===== src/rtl/core/mlfq_pkg.sv =====
// Shared types and constants for the three-level feedback-queue scheduler.
// No dependencies; imported by every module of the block.
`timescale 1ns / 1ps

package mlfq_pkg;

    localparam int LEVELS   = 3;
    localparam int LVL_W    = 2;
    localparam int ID_W     = 8;
    localparam int TIME_W   = 16;
    localparam int QUANT_W  = 8;
    localparam int STATUS_W = 3;
    localparam int ENTRY_W  = ID_W + TIME_W;

    typedef logic [LVL_W-1:0] t_level;

    // level indexes
    localparam t_level LVL_0 = 2'd0;
    localparam t_level LVL_1 = 2'd1;
    localparam t_level LVL_2 = 2'd2;

    // configuration register indexes
    localparam logic [1:0] REG_QUANTUM0 = 2'd0;
    localparam logic [1:0] REG_QUANTUM1 = 2'd1;
    localparam logic [1:0] REG_QUANTUM2 = 2'd2;

    localparam logic [QUANT_W-1:0] QUANTUM0_RST = 8'd5;
    localparam logic [QUANT_W-1:0] QUANTUM1_RST = 8'd10;
    localparam logic [QUANT_W-1:0] QUANTUM2_RST = 8'd20;

    // input item kinds
    localparam logic CMD_ADMIT    = 1'b0;
    localparam logic CMD_DISPATCH = 1'b1;

    // result status codes
    localparam logic [STATUS_W-1:0] ST_ADMITTED = 3'd0;
    localparam logic [STATUS_W-1:0] ST_REJECTED = 3'd1;
    localparam logic [STATUS_W-1:0] ST_REQUEUED = 3'd2;
    localparam logic [STATUS_W-1:0] ST_COMPLETE = 3'd3;
    localparam logic [STATUS_W-1:0] ST_IDLE     = 3'd4;

    typedef struct packed {
        logic capture;   // take the input item, search and start the head read
        logic execute;   // finish the item and load the output register
    } t_dp_cmd;

    typedef struct packed {
        logic out_free;  // output register can take a result this cycle
    } t_dp_status;

endpackage


===== src/rtl/core/mlfq_ctrl.sv =====
// Sequencer for the scheduler: accept an item, then execute it once the
// output register can take the result. Depends on mlfq_pkg.
`timescale 1ns / 1ps

module mlfq_ctrl
    import mlfq_pkg::*;
(
    input  logic       i_clk,
    input  logic       i_rst_n,
    input  logic       i_s_axis_tvalid,
    output logic       o_s_axis_tready,
    input  t_dp_status i_status,
    output t_dp_cmd    o_cmd
);

    typedef enum logic {
        S_IDLE,
        S_EXEC
    } t_state;

    t_state r_state;
    t_state n_state;

    assign o_s_axis_tready = (r_state == S_IDLE);
    assign o_cmd.capture   = i_s_axis_tvalid && (r_state == S_IDLE);
    assign o_cmd.execute   = (r_state == S_EXEC) && i_status.out_free;

    always_comb begin
        n_state = r_state;
        case (r_state)
            S_IDLE: begin
                if (o_cmd.capture) begin
                    n_state = S_EXEC;
                end
            end
            S_EXEC: begin
                if (o_cmd.execute) begin
                    n_state = S_IDLE;
                end
            end
            default: n_state = S_IDLE;
        endcase
    end

    always_ff @(posedge i_clk) begin
        if (!i_rst_n) begin
            r_state <= S_IDLE;
        end else begin
            r_state <= n_state;
        end
    end

    a_capture_to_exec: assert property (@(posedge i_clk) disable iff (!i_rst_n)
        o_cmd.capture |=> (r_state == S_EXEC))
        else $error("captured item did not move to execute");

    a_exec_to_idle: assert property (@(posedge i_clk) disable iff (!i_rst_n)
        o_cmd.execute |=> (r_state == S_IDLE) && o_s_axis_tready)
        else $error("executed item did not return to idle");

    a_one_cmd: assert property (@(posedge i_clk) disable iff (!i_rst_n)
        !(o_cmd.capture && o_cmd.execute))
        else $error("capture and execute in the same cycle");

endmodule


===== src/rtl/core/mlfq_dp.sv =====
// Datapath: job store, ring pointers and counts per level, cursor, quantum
// registers and the output register. Depends on mlfq_pkg.
`timescale 1ns / 1ps

module mlfq_dp
    import mlfq_pkg::*;
#(
    parameter int QUEUE_DEPTH = 16
) (
    input  logic                i_clk,
    input  logic                i_rst_n,
    input  t_dp_cmd             i_cmd,
    output t_dp_status          o_status,
    input  logic                i_cmd_kind,
    input  logic [ID_W-1:0]     i_job_id,
    input  logic [TIME_W-1:0]   i_burst_time,
    input  logic                i_cfg_we,
    input  logic [1:0]          i_cfg_index,
    input  logic [QUANT_W-1:0]  i_cfg_data,
    output logic                o_out_valid,
    input  logic                i_out_ready,
    output logic [STATUS_W-1:0] o_status_code,
    output logic [ID_W-1:0]     o_served_id,
    output t_level              o_served_level,
    output t_level              o_next_level,
    output logic [QUANT_W-1:0]  o_units_run,
    output logic [TIME_W-1:0]   o_time_left
);

    localparam int ROWS   = LEVELS * QUEUE_DEPTH;
    localparam int PTR_W  = $clog2(QUEUE_DEPTH);
    localparam int CNT_W  = $clog2(QUEUE_DEPTH + 1);
    localparam int ADDR_W = $clog2(ROWS);

    localparam logic [PTR_W-1:0]  PTR_LAST = PTR_W'(QUEUE_DEPTH - 1);
    localparam logic [CNT_W-1:0]  CNT_FULL = CNT_W'(QUEUE_DEPTH);
    localparam logic [ADDR_W-1:0] ROW_OFS  = ADDR_W'(QUEUE_DEPTH);

    function automatic logic [PTR_W-1:0] ptr_next(input logic [PTR_W-1:0] p);
        ptr_next = (p == PTR_LAST) ? '0 : p + PTR_W'(1);
    endfunction

    function automatic t_level lvl_next(input t_level l);
        lvl_next = (l == LVL_2) ? LVL_0 : l + LVL_W'(1);
    endfunction

    function automatic logic [ADDR_W-1:0] addr_of(input t_level l,
                                                  input logic [PTR_W-1:0] p);
        addr_of = ADDR_W'(l) * ROW_OFS + ADDR_W'(p);
    endfunction

    logic [ENTRY_W-1:0] r_store [ROWS];
    logic [ENTRY_W-1:0] r_rdata;

    logic [PTR_W-1:0]   r_head  [LEVELS];
    logic [PTR_W-1:0]   r_tail  [LEVELS];
    logic [CNT_W-1:0]   r_count [LEVELS];
    t_level             r_cursor;
    logic [QUANT_W-1:0] r_quantum [LEVELS];

    // captured item
    logic               r_kind;
    logic [ID_W-1:0]    r_id;
    logic [TIME_W-1:0]  r_burst;
    logic               r_found;
    t_level             r_lvl;

    logic                r_out_valid;
    logic [STATUS_W-1:0] r_status;
    logic [ID_W-1:0]     r_sid;
    t_level              r_slvl;
    t_level              r_nlvl;
    logic [QUANT_W-1:0]  r_units;
    logic [TIME_W-1:0]   r_left;

    // search from the cursor, wrapping
    t_level c1, c2, srch_lvl;
    logic   srch_found;

    always_comb begin
        c1 = lvl_next(r_cursor);
        c2 = lvl_next(c1);
        srch_found = 1'b1;
        if (r_count[r_cursor] != '0) begin
            srch_lvl = r_cursor;
        end else if (r_count[c1] != '0) begin
            srch_lvl = c1;
        end else if (r_count[c2] != '0) begin
            srch_lvl = c2;
        end else begin
            srch_lvl   = LVL_0;
            srch_found = 1'b0;
        end
    end

    wire do_pop = i_cmd.capture && (i_cmd_kind == CMD_DISPATCH) && srch_found;

    // execute-stage result
    logic [TIME_W-1:0]   rem;
    logic [QUANT_W-1:0]  quant;
    logic [QUANT_W-1:0]  units;
    logic [TIME_W-1:0]   left;
    logic [CNT_W-1:0]    lower_cnt;
    t_level              dst;
    logic                push;
    t_level              push_lvl;
    logic [ENTRY_W-1:0]  push_entry;
    logic [STATUS_W-1:0] res_status;
    logic [ID_W-1:0]     res_sid;
    t_level              res_slvl;
    t_level              res_nlvl;
    logic [QUANT_W-1:0]  res_units;
    logic [TIME_W-1:0]   res_left;

    always_comb begin
        rem       = r_rdata[TIME_W-1:0];
        quant     = r_quantum[r_lvl];
        units     = ({{(TIME_W-QUANT_W){1'b0}}, quant} < rem) ? quant : rem[QUANT_W-1:0];
        left      = rem - {{(TIME_W-QUANT_W){1'b0}}, units};
        lower_cnt = (r_lvl == LVL_0) ? r_count[1] : r_count[2];
        dst       = ((r_lvl != LVL_2) && (lower_cnt != CNT_FULL)) ? r_lvl + LVL_W'(1) : r_lvl;

        push       = 1'b0;
        push_lvl   = LVL_0;
        push_entry = {r_id, r_burst};
        res_status = ST_IDLE;
        res_sid    = '0;
        res_slvl   = LVL_0;
        res_nlvl   = LVL_0;
        res_units  = '0;
        res_left   = '0;

        if (r_kind == CMD_ADMIT) begin
            res_sid  = r_id;
            res_left = r_burst;
            if (r_count[0] == CNT_FULL) begin
                res_status = ST_REJECTED;
            end else begin
                res_status = ST_ADMITTED;
                push       = 1'b1;
            end
        end else if (r_found) begin
            res_sid   = r_rdata[ENTRY_W-1:TIME_W];
            res_slvl  = r_lvl;
            res_units = units;
            res_left  = left;
            if (left == '0) begin
                res_status = ST_COMPLETE;
            end else begin
                res_status = ST_REQUEUED;
                res_nlvl   = dst;
                push       = 1'b1;
                push_lvl   = dst;
                push_entry = {r_rdata[ENTRY_W-1:TIME_W], left};
            end
        end
    end

    wire do_push = i_cmd.execute && push;

    assign o_status.out_free = !r_out_valid || i_out_ready;

    // job store: one write (execute), one registered read (capture)
    always_ff @(posedge i_clk) begin
        if (do_push) begin
            r_store[addr_of(push_lvl, r_tail[push_lvl])] <= push_entry;
        end
        if (do_pop) begin
            r_rdata <= r_store[addr_of(srch_lvl, r_head[srch_lvl])];
        end
    end

    always_ff @(posedge i_clk) begin
        if (!i_rst_n) begin
            for (int i = 0; i < LEVELS; i++) begin
                r_head[i]  <= '0;
                r_tail[i]  <= '0;
                r_count[i] <= '0;
            end
            r_cursor     <= LVL_0;
            r_quantum[0] <= QUANTUM0_RST;
            r_quantum[1] <= QUANTUM1_RST;
            r_quantum[2] <= QUANTUM2_RST;
            r_out_valid  <= 1'b0;
        end else begin
            if (i_cfg_we) begin
                case (i_cfg_index)
                    REG_QUANTUM0: r_quantum[0] <= i_cfg_data;
                    REG_QUANTUM1: r_quantum[1] <= i_cfg_data;
                    REG_QUANTUM2: r_quantum[2] <= i_cfg_data;
                    default: ;
                endcase
            end
            // pop and push never fall in the same cycle
            if (do_pop) begin
                r_head[srch_lvl]  <= ptr_next(r_head[srch_lvl]);
                r_count[srch_lvl] <= r_count[srch_lvl] - CNT_W'(1);
            end
            if (do_push) begin
                r_tail[push_lvl]  <= ptr_next(r_tail[push_lvl]);
                r_count[push_lvl] <= r_count[push_lvl] + CNT_W'(1);
            end
            if (i_cmd.execute && (r_kind == CMD_DISPATCH) && r_found) begin
                r_cursor <= lvl_next(r_lvl);
            end
            if (i_cmd.execute) begin
                r_out_valid <= 1'b1;
            end else if (i_out_ready) begin
                r_out_valid <= 1'b0;
            end
        end
    end

    always_ff @(posedge i_clk) begin
        if (i_cmd.capture) begin
            r_kind  <= i_cmd_kind;
            r_id    <= i_job_id;
            r_burst <= i_burst_time;
            r_found <= srch_found;
            r_lvl   <= srch_lvl;
        end
        if (i_cmd.execute) begin
            r_status <= res_status;
            r_sid    <= res_sid;
            r_slvl   <= res_slvl;
            r_nlvl   <= res_nlvl;
            r_units  <= res_units;
            r_left   <= res_left;
        end
    end

    assign o_out_valid    = r_out_valid;
    assign o_status_code  = r_status;
    assign o_served_id    = r_sid;
    assign o_served_level = r_slvl;
    assign o_next_level   = r_nlvl;
    assign o_units_run    = r_units;
    assign o_time_left    = r_left;

    a_count_bound: assert property (@(posedge i_clk) disable iff (!i_rst_n)
        (r_count[0] <= CNT_FULL) && (r_count[1] <= CNT_FULL) && (r_count[2] <= CNT_FULL))
        else $error("level count above ring depth");

    a_cursor_range: assert property (@(posedge i_clk) disable iff (!i_rst_n)
        r_cursor != 2'd3)
        else $error("cursor left the level range");

    a_pop_nonempty: assert property (@(posedge i_clk) disable iff (!i_rst_n)
        do_pop |-> (r_count[srch_lvl] != '0))
        else $error("pop from an empty level");

    a_exec_loads_out: assert property (@(posedge i_clk) disable iff (!i_rst_n)
        i_cmd.execute |=> r_out_valid)
        else $error("executed item left no result");

endmodule


===== src/rtl/core/mlfq_three_level_scheduler.sv =====
// Top level of the three-level feedback-queue scheduler: sequencer plus
// datapath. Depends on mlfq_pkg, mlfq_ctrl and mlfq_dp.
`timescale 1ns / 1ps

// Each admit or dispatch item is first accepted (level search, head read
// from the synchronous job store) and then executed (quantum grant, requeue
// write, result into the output register). Execution waits while the output
// register holds a result not yet taken; no new item is accepted until the
// current one has executed. No clearing pass after reset: the store is only
// read at queued entries.
module mlfq_three_level_scheduler
    import mlfq_pkg::*;
#(
    parameter int QUEUE_DEPTH = 16
) (
    input  logic         i_clk,
    input  logic         i_rst_n,
    input  logic         i_s_axis_tvalid,
    output logic         o_s_axis_tready,
    input  logic [23:0]  i_s_axis_tdata,   // job_id[7:0], burst_time[23:8]
    input  logic         i_s_axis_tuser,   // cmd[0]
    output logic         o_m_axis_tvalid,
    input  logic         i_m_axis_tready,
    // served_id[7:0], served_level[9:8], next_level[11:10], units_run[19:12],
    // time_left[35:20], zero[39:36]
    output logic [39:0]  o_m_axis_tdata,
    output logic [2:0]   o_m_axis_tuser,   // status[2:0]
    input  logic         i_cfg_we,
    input  logic [1:0]   i_cfg_index,
    input  logic [7:0]   i_cfg_data
);

    t_dp_cmd    dp_cmd;
    t_dp_status dp_status;

    logic [ID_W-1:0]    served_id;
    t_level             served_level;
    t_level             next_level;
    logic [QUANT_W-1:0] units_run;
    logic [TIME_W-1:0]  time_left;

    mlfq_ctrl u_ctrl (
        .i_clk           (i_clk),
        .i_rst_n         (i_rst_n),
        .i_s_axis_tvalid (i_s_axis_tvalid),
        .o_s_axis_tready (o_s_axis_tready),
        .i_status        (dp_status),
        .o_cmd           (dp_cmd)
    );

    mlfq_dp #(
        .QUEUE_DEPTH (QUEUE_DEPTH)
    ) u_dp (
        .i_clk          (i_clk),
        .i_rst_n        (i_rst_n),
        .i_cmd          (dp_cmd),
        .o_status       (dp_status),
        .i_cmd_kind     (i_s_axis_tuser),
        .i_job_id       (i_s_axis_tdata[7:0]),
        .i_burst_time   (i_s_axis_tdata[23:8]),
        .i_cfg_we       (i_cfg_we),
        .i_cfg_index    (i_cfg_index),
        .i_cfg_data     (i_cfg_data),
        .o_out_valid    (o_m_axis_tvalid),
        .i_out_ready    (i_m_axis_tready),
        .o_status_code  (o_m_axis_tuser),
        .o_served_id    (served_id),
        .o_served_level (served_level),
        .o_next_level   (next_level),
        .o_units_run    (units_run),
        .o_time_left    (time_left)
    );

    assign o_m_axis_tdata = {4'b0000, time_left, units_run, next_level, served_level, served_id};

endmodule

===== config.mk =====
export PLATFORM = sky130hd
export DESIGN_NAME = mlfq_three_level_scheduler
export DESIGN_NICKNAME = d
export VERILOG_FILES = /design/src/rtl/core/mlfq_pkg.sv /design/src/rtl/core/mlfq_ctrl.sv /design/src/rtl/core/mlfq_dp.sv /design/src/rtl/core/mlfq_three_level_scheduler.sv
export SDC_FILE = /design/constraint.sdc
export NUM_CORES = 2
export LEC_CHECK = 0
export ABC_AREA = 1
export ABC_CLOCK_PERIOD_IN_PS = 5780
export BUFFER_PORTS_ARGS = -buffer_cell sky130_fd_sc_hd__buf_4
export CAP_MARGIN = 10
export CORE_MARGIN = 5
export CORE_UTILIZATION = 59
export CTS_BUF_LIST = sky130_fd_sc_hd__clkbuf_8
export CTS_CLUSTER_DIAMETER = 200
export DETAILED_ROUTE_END_ITERATION = 6
export MAX_ROUTING_LAYER = met4
export PLACE_DENSITY = 0.78
export SKIP_LAST_GASP = 1
export SYNTH_ARGS = -nofsm -noshare
export SYNTH_HDL_FRONTEND = slang
export SYNTH_HIERARCHICAL = 1
export SYNTH_SLANG_ARGS = --single-unit

===== constraint.sdc =====
create_clock -name i_clk -period 5.78 [get_ports i_clk]
set_input_delay 0.578 -clock i_clk [delete_from_list [all_inputs] [get_ports i_clk]]
set_output_delay 0.578 -clock i_clk [all_outputs]
set_load 0.05 [all_outputs]

==> Flow_metrics.wiki <==
{| class="wikitable"
! Metric !! Value
|-
| Initial core utilization || 0.596
|-
| Final setup slack of the worst path || 0.309 ns
|-
| Maximum net fanout on the critical path || 24
|-
| Setup TNS || 0 ns
|-
| Sequential-to-total area share from yosys stat || 0.676
|-
| Net count reported at finish || 5870
|-
| Gate count of the mapped netlist || 5580
|-
| DR iter-0 viols || 6707
|-
| Crit Path Class || reg2reg
|-
| H-tree levels || 4
|-
| Total gr overflow || 0
|-
| Clock transition at the registers of the reported paths || 0.06 ns
|-
| Count of flip-flops with a built-in enable after synthesis || 1319
|-
| Bufs on Longest Clock Path || 3
|-
| Required time of the critical path || 6.31 ns
|-
| Placer's final routability congestion estimate || 0.990
|-
| Sum of net half-perimeters after detailed placement || 97800 um
|-
| Least-Margin Pin Slew || 1.12 ns
|-
| TritonCTS clock tree || built
|-
| Share of flip-flops with an asynchronous set or reset || 0
|-
| Max Slew Vio Count || 0
|-
| GRT Total Usage || 0.310
|-
| Count of buffering cells on the critical path with inverters included || 7
|-
| Number of CTS-inserted buffers || 208
|-
| Kind of end point of the critical path || register
|-
| Number of antenna violations at the first check in global routing || 4
|-
| Failing checks || design-rule violations
|-
| Clk Tree Root Cell || clkbuf_8
|-
| Wire length of the first global-routing pass || 240000 um
|-
| Worst hold slack || 0.116 ns
|-
| Die Outline Area || 106000 um^2
|-
| Largest net degree at the start of global routing || 178
|-
| Vert. Die Dim || 326 um
|-
| Data arrival time of the worst path || 6.00 ns
|-
| Dominant register cell in the synthesized netlist || edfxtp_1
|-
| Crit path max-delay cell type || dfxtp_2
|-
| Boundary pin count || 85
|-
| Count of buffers inserted at the top-level ports || 80
|-
| Peak-usage layer in the global routing report || met2
|-
| Drt wl/cell || 22.8 um
|-
| CP Launch Type || register
|-
| Share of cells above drive strength 1 || 0.110
|-
| Power Total || 25.8 mW
|-
| Via-per-instance ratio || 5.80
|-
| Leakage power summed over all cells || 27.7 nW
|-
| Shortest period the worst path allows || 5.47 ns
|-
| Setup WS pre-CTS || 0.183 ns
|-
| Min-delay worst type || in2reg
|-
| Met1 global-route usage || 0.433
|-
| Mean instance size in the synthesized netlist || 10.5 um^2
|-
| Layout Area Growth over Synthesis || 14.0%
|-
| Maximum clock frequency || 183 MHz
|-
| Family with the most delay on the worst path || simple AND/OR/NAND/NOR gates
|-
| Status || finished, violations left
|-
| Max-cap check violation count || 0
|-
| Clk sink count || 1327
|-
| Via count || 42100
|-
| Vias in the first global route || 38600
|-
| Stage delay of the slowest cell on the critical path || 0.35 ns
|-
| Warning count from the yosys run || 6
|-
| Core ar. || 98700 um^2
|-
| Critical path's most frequent cell || nand2_1
|-
| Post-route ant nets || 0
|-
| Fill cells || 6911
|-
| Clock insertion delay at the later pin of the skew report || 0.89 ns
|-
| Die Span X || 326 um
|-
| Worst clock skew || 0.0588 ns
|-
| Distinct cells, synth || 43
|-
| Highest ir drop seen on vdd || 0.316 mV
|-
| Area of the mapped netlist || 58900 um^2
|-
| Relative max-transition margin || 0.250
|-
| Final Routed Wirelength || 165000 um
|-
| Power density cells || 384 nW/um^2
|-
| Met2 GRT Util || 0.451
|-
| Final cycle utilization of the critical path || 0.947
|-
| Flip-flop and latch count after synthesis || 1327
|-
| Met3 track utilization from global routing || 0.0691
|-
| Finish-stage setup viols || 0
|-
| Number of core rows || 115
|-
| DRC violations left || 6
|-
| Number of hold-slack violations in the final timing report || 0
|-
| Detailed Routing Iterations Pass 1 || 7
|}
[cell usage in the layout (no fill, tap or decap), drive strengths merged, types with 3 or more instances in the layout]
| cell | n |
|---|---|
| dlygate4sd3 | 32 |
| o211ai | 77 |
| inv | 1098 |
| xor2 | 5 |
| nand4 | 19 |
| nand3 | 918 |
| dfxtp | 8 |
| conb | 4 |
| nor2 | 160 |
| nand3b | 151 |
| a21oi | 26 |
| ha | 22 |
| nand2 | 1373 |
| or2 | 3 |
| o21bai | 3 |
| edfxtp | 1319 |
| clkinv | 66 |
| o21ai | 174 |
| nor3 | 4 |
| o2111ai | 3 |
| clkbuf | 222 |
| o22ai | 12 |
| clkinvlp | 5 |
| diode | 3 |
| buf | 255 |
[routing by layer]
layer,vias up,share of wire
li1,19000,-
met1,19700,0.38
met2,3031,0.45
met3,357,0.14
met4,0,0.043
met5,-,0
[flip-flops by register name, summed over array words and instances (netlist names), 2 cells and up, named ones only]
name,cells
u_dp/r_lvl,2
u_dp/o_served_level,2
u_dp/r_store,1152
u_dp/r_tail,16
u_dp/r_head,16
u_dp/r_count,20
u_dp/o_time_left,16
u_dp/r_rdata,24
u_dp/r_id,8
u_dp/o_status_code,3
u_dp/o_units_run,8
u_dp/r_cursor,2
u_dp/o_next_level,2
u_dp/r_quantum,24
u_dp/o_served_id,8
u_dp/r_burst,16
[per-stage QoR]
step / cells / utilization / instance area, um^2
2_1_floorplan: 5583 / - / 58900
5_1_grt: 7260 / 0.680 / 67100
6_report: 7261 / 0.680 / 67100
4_1_cts: 7233 / 0.674 / 66500
3_3_place_gp: 6827 / 0.633 / 62500
3_5_place_dp: 6827 / 0.633 / 62500
[final timing paths]
kind               startpoint                   end  slack [ns]  cells past startpoint
min                   i_rst_n        u_ctrl/r_state        0.12                      3
min reg2reg  u_dp/r_cursor[0]              register        0.52                      2
max                  register  u_dp/r_store[16][23]        0.31                     34
max reg2reg          register  u_dp/r_store[16][23]        0.31                     34
[synth_stat cells, types with 4 or more instances]
| master | number | area [um^2] |
|---|---|---|
| nand2_1 | 1363 | 5120 |
| edfxtp_1 | 1319 | 39600 |
| inv_1 | 997 | 3740 |
| nand3_1 | 915 | 4580 |
| buf_2 | 177 | 886 |
| nor2_1 | 154 | 578 |
| nand3b_1 | 151 | 1130 |
| o21ai_0 | 103 | 515 |
| o211ai_1 | 73 | 548 |
| o21ai_1 | 69 | 345 |
| clkbuf_1 | 68 | 255 |
| a21oi_1 | 26 | 130 |
| ha_1 | 22 | 275 |
| nand4_1 | 19 | 119 |
| buf_4 | 16 | 120 |
| buf_6 | 13 | 146 |
| o22ai_1 | 12 | 75.1 |
| buf_1 | 11 | 41.3 |
| inv_2 | 10 | 37.5 |
| dfxtp_1 | 8 | 160 |
| nand2_2 | 7 | 43.8 |
| xor2_1 | 5 | 43.8 |
| nor3_1 | 4 | 20.0 |
| o211ai_2 | 4 | 50.1 |
[worst reg2reg max path: cells and delay by family, from the launching register on]
kind	cells	cell delay, ns
flip-flops	1	0.35
buffers and inverters	7	1.10
AO/OA/AOI/OAI	5	0.83
adder cells (fa/ha/maj)	3	0.81
AND/OR/NAND/NOR	19	2.05
[cell families after synthesis]
group / share of synthesized area
simple gates: 0.199
xor+xnor: 0.00104
other cells: 0.0000637
flops: 0.676
buf+inv: 0.0889
fa+ha+maj: 0.00502
compound gates: 0.0302
[repair_timing]
| action | CTS | global route |
|---|---|---|
| hold buffers | 32 | 0 |
| endpoints found under the hold margin | 34 | 0 |
| setup buffers | 0 | 10 |
| gates resized for setup | 0 | 51 |
| endpoints found under the setup margin | 0 | 1207 |
[area by class of cell]
type,instances,area (um^2),share of cell area
diodes,3,7.51,0.000112
clock buffers,212,2920,0.0435
clock inverters,162,831,0.0124
inverters,1008,3810,0.0568
multi-input cells,2964,14400,0.215
flip-flops and latches,1327,39800,0.593
well taps,1287,1610,0.0240
repair buffers,297,3710,0.0553
repair inverters,1,7.51,0.000112
[power breakdown]
group / internal (mW) / total (mW) / leakage (nW) / switching (mW)
registers: 11.3 / 11.4 / 12.1 / 0.0907
logic: 1.82 / 7.25 / 13.4 / 5.43
clock network: 3.52 / 7.20 / 2.22 / 3.68
total: 16.6 / 25.8 / 27.7 / 9.20
Power figures use the tool's default switching activity.
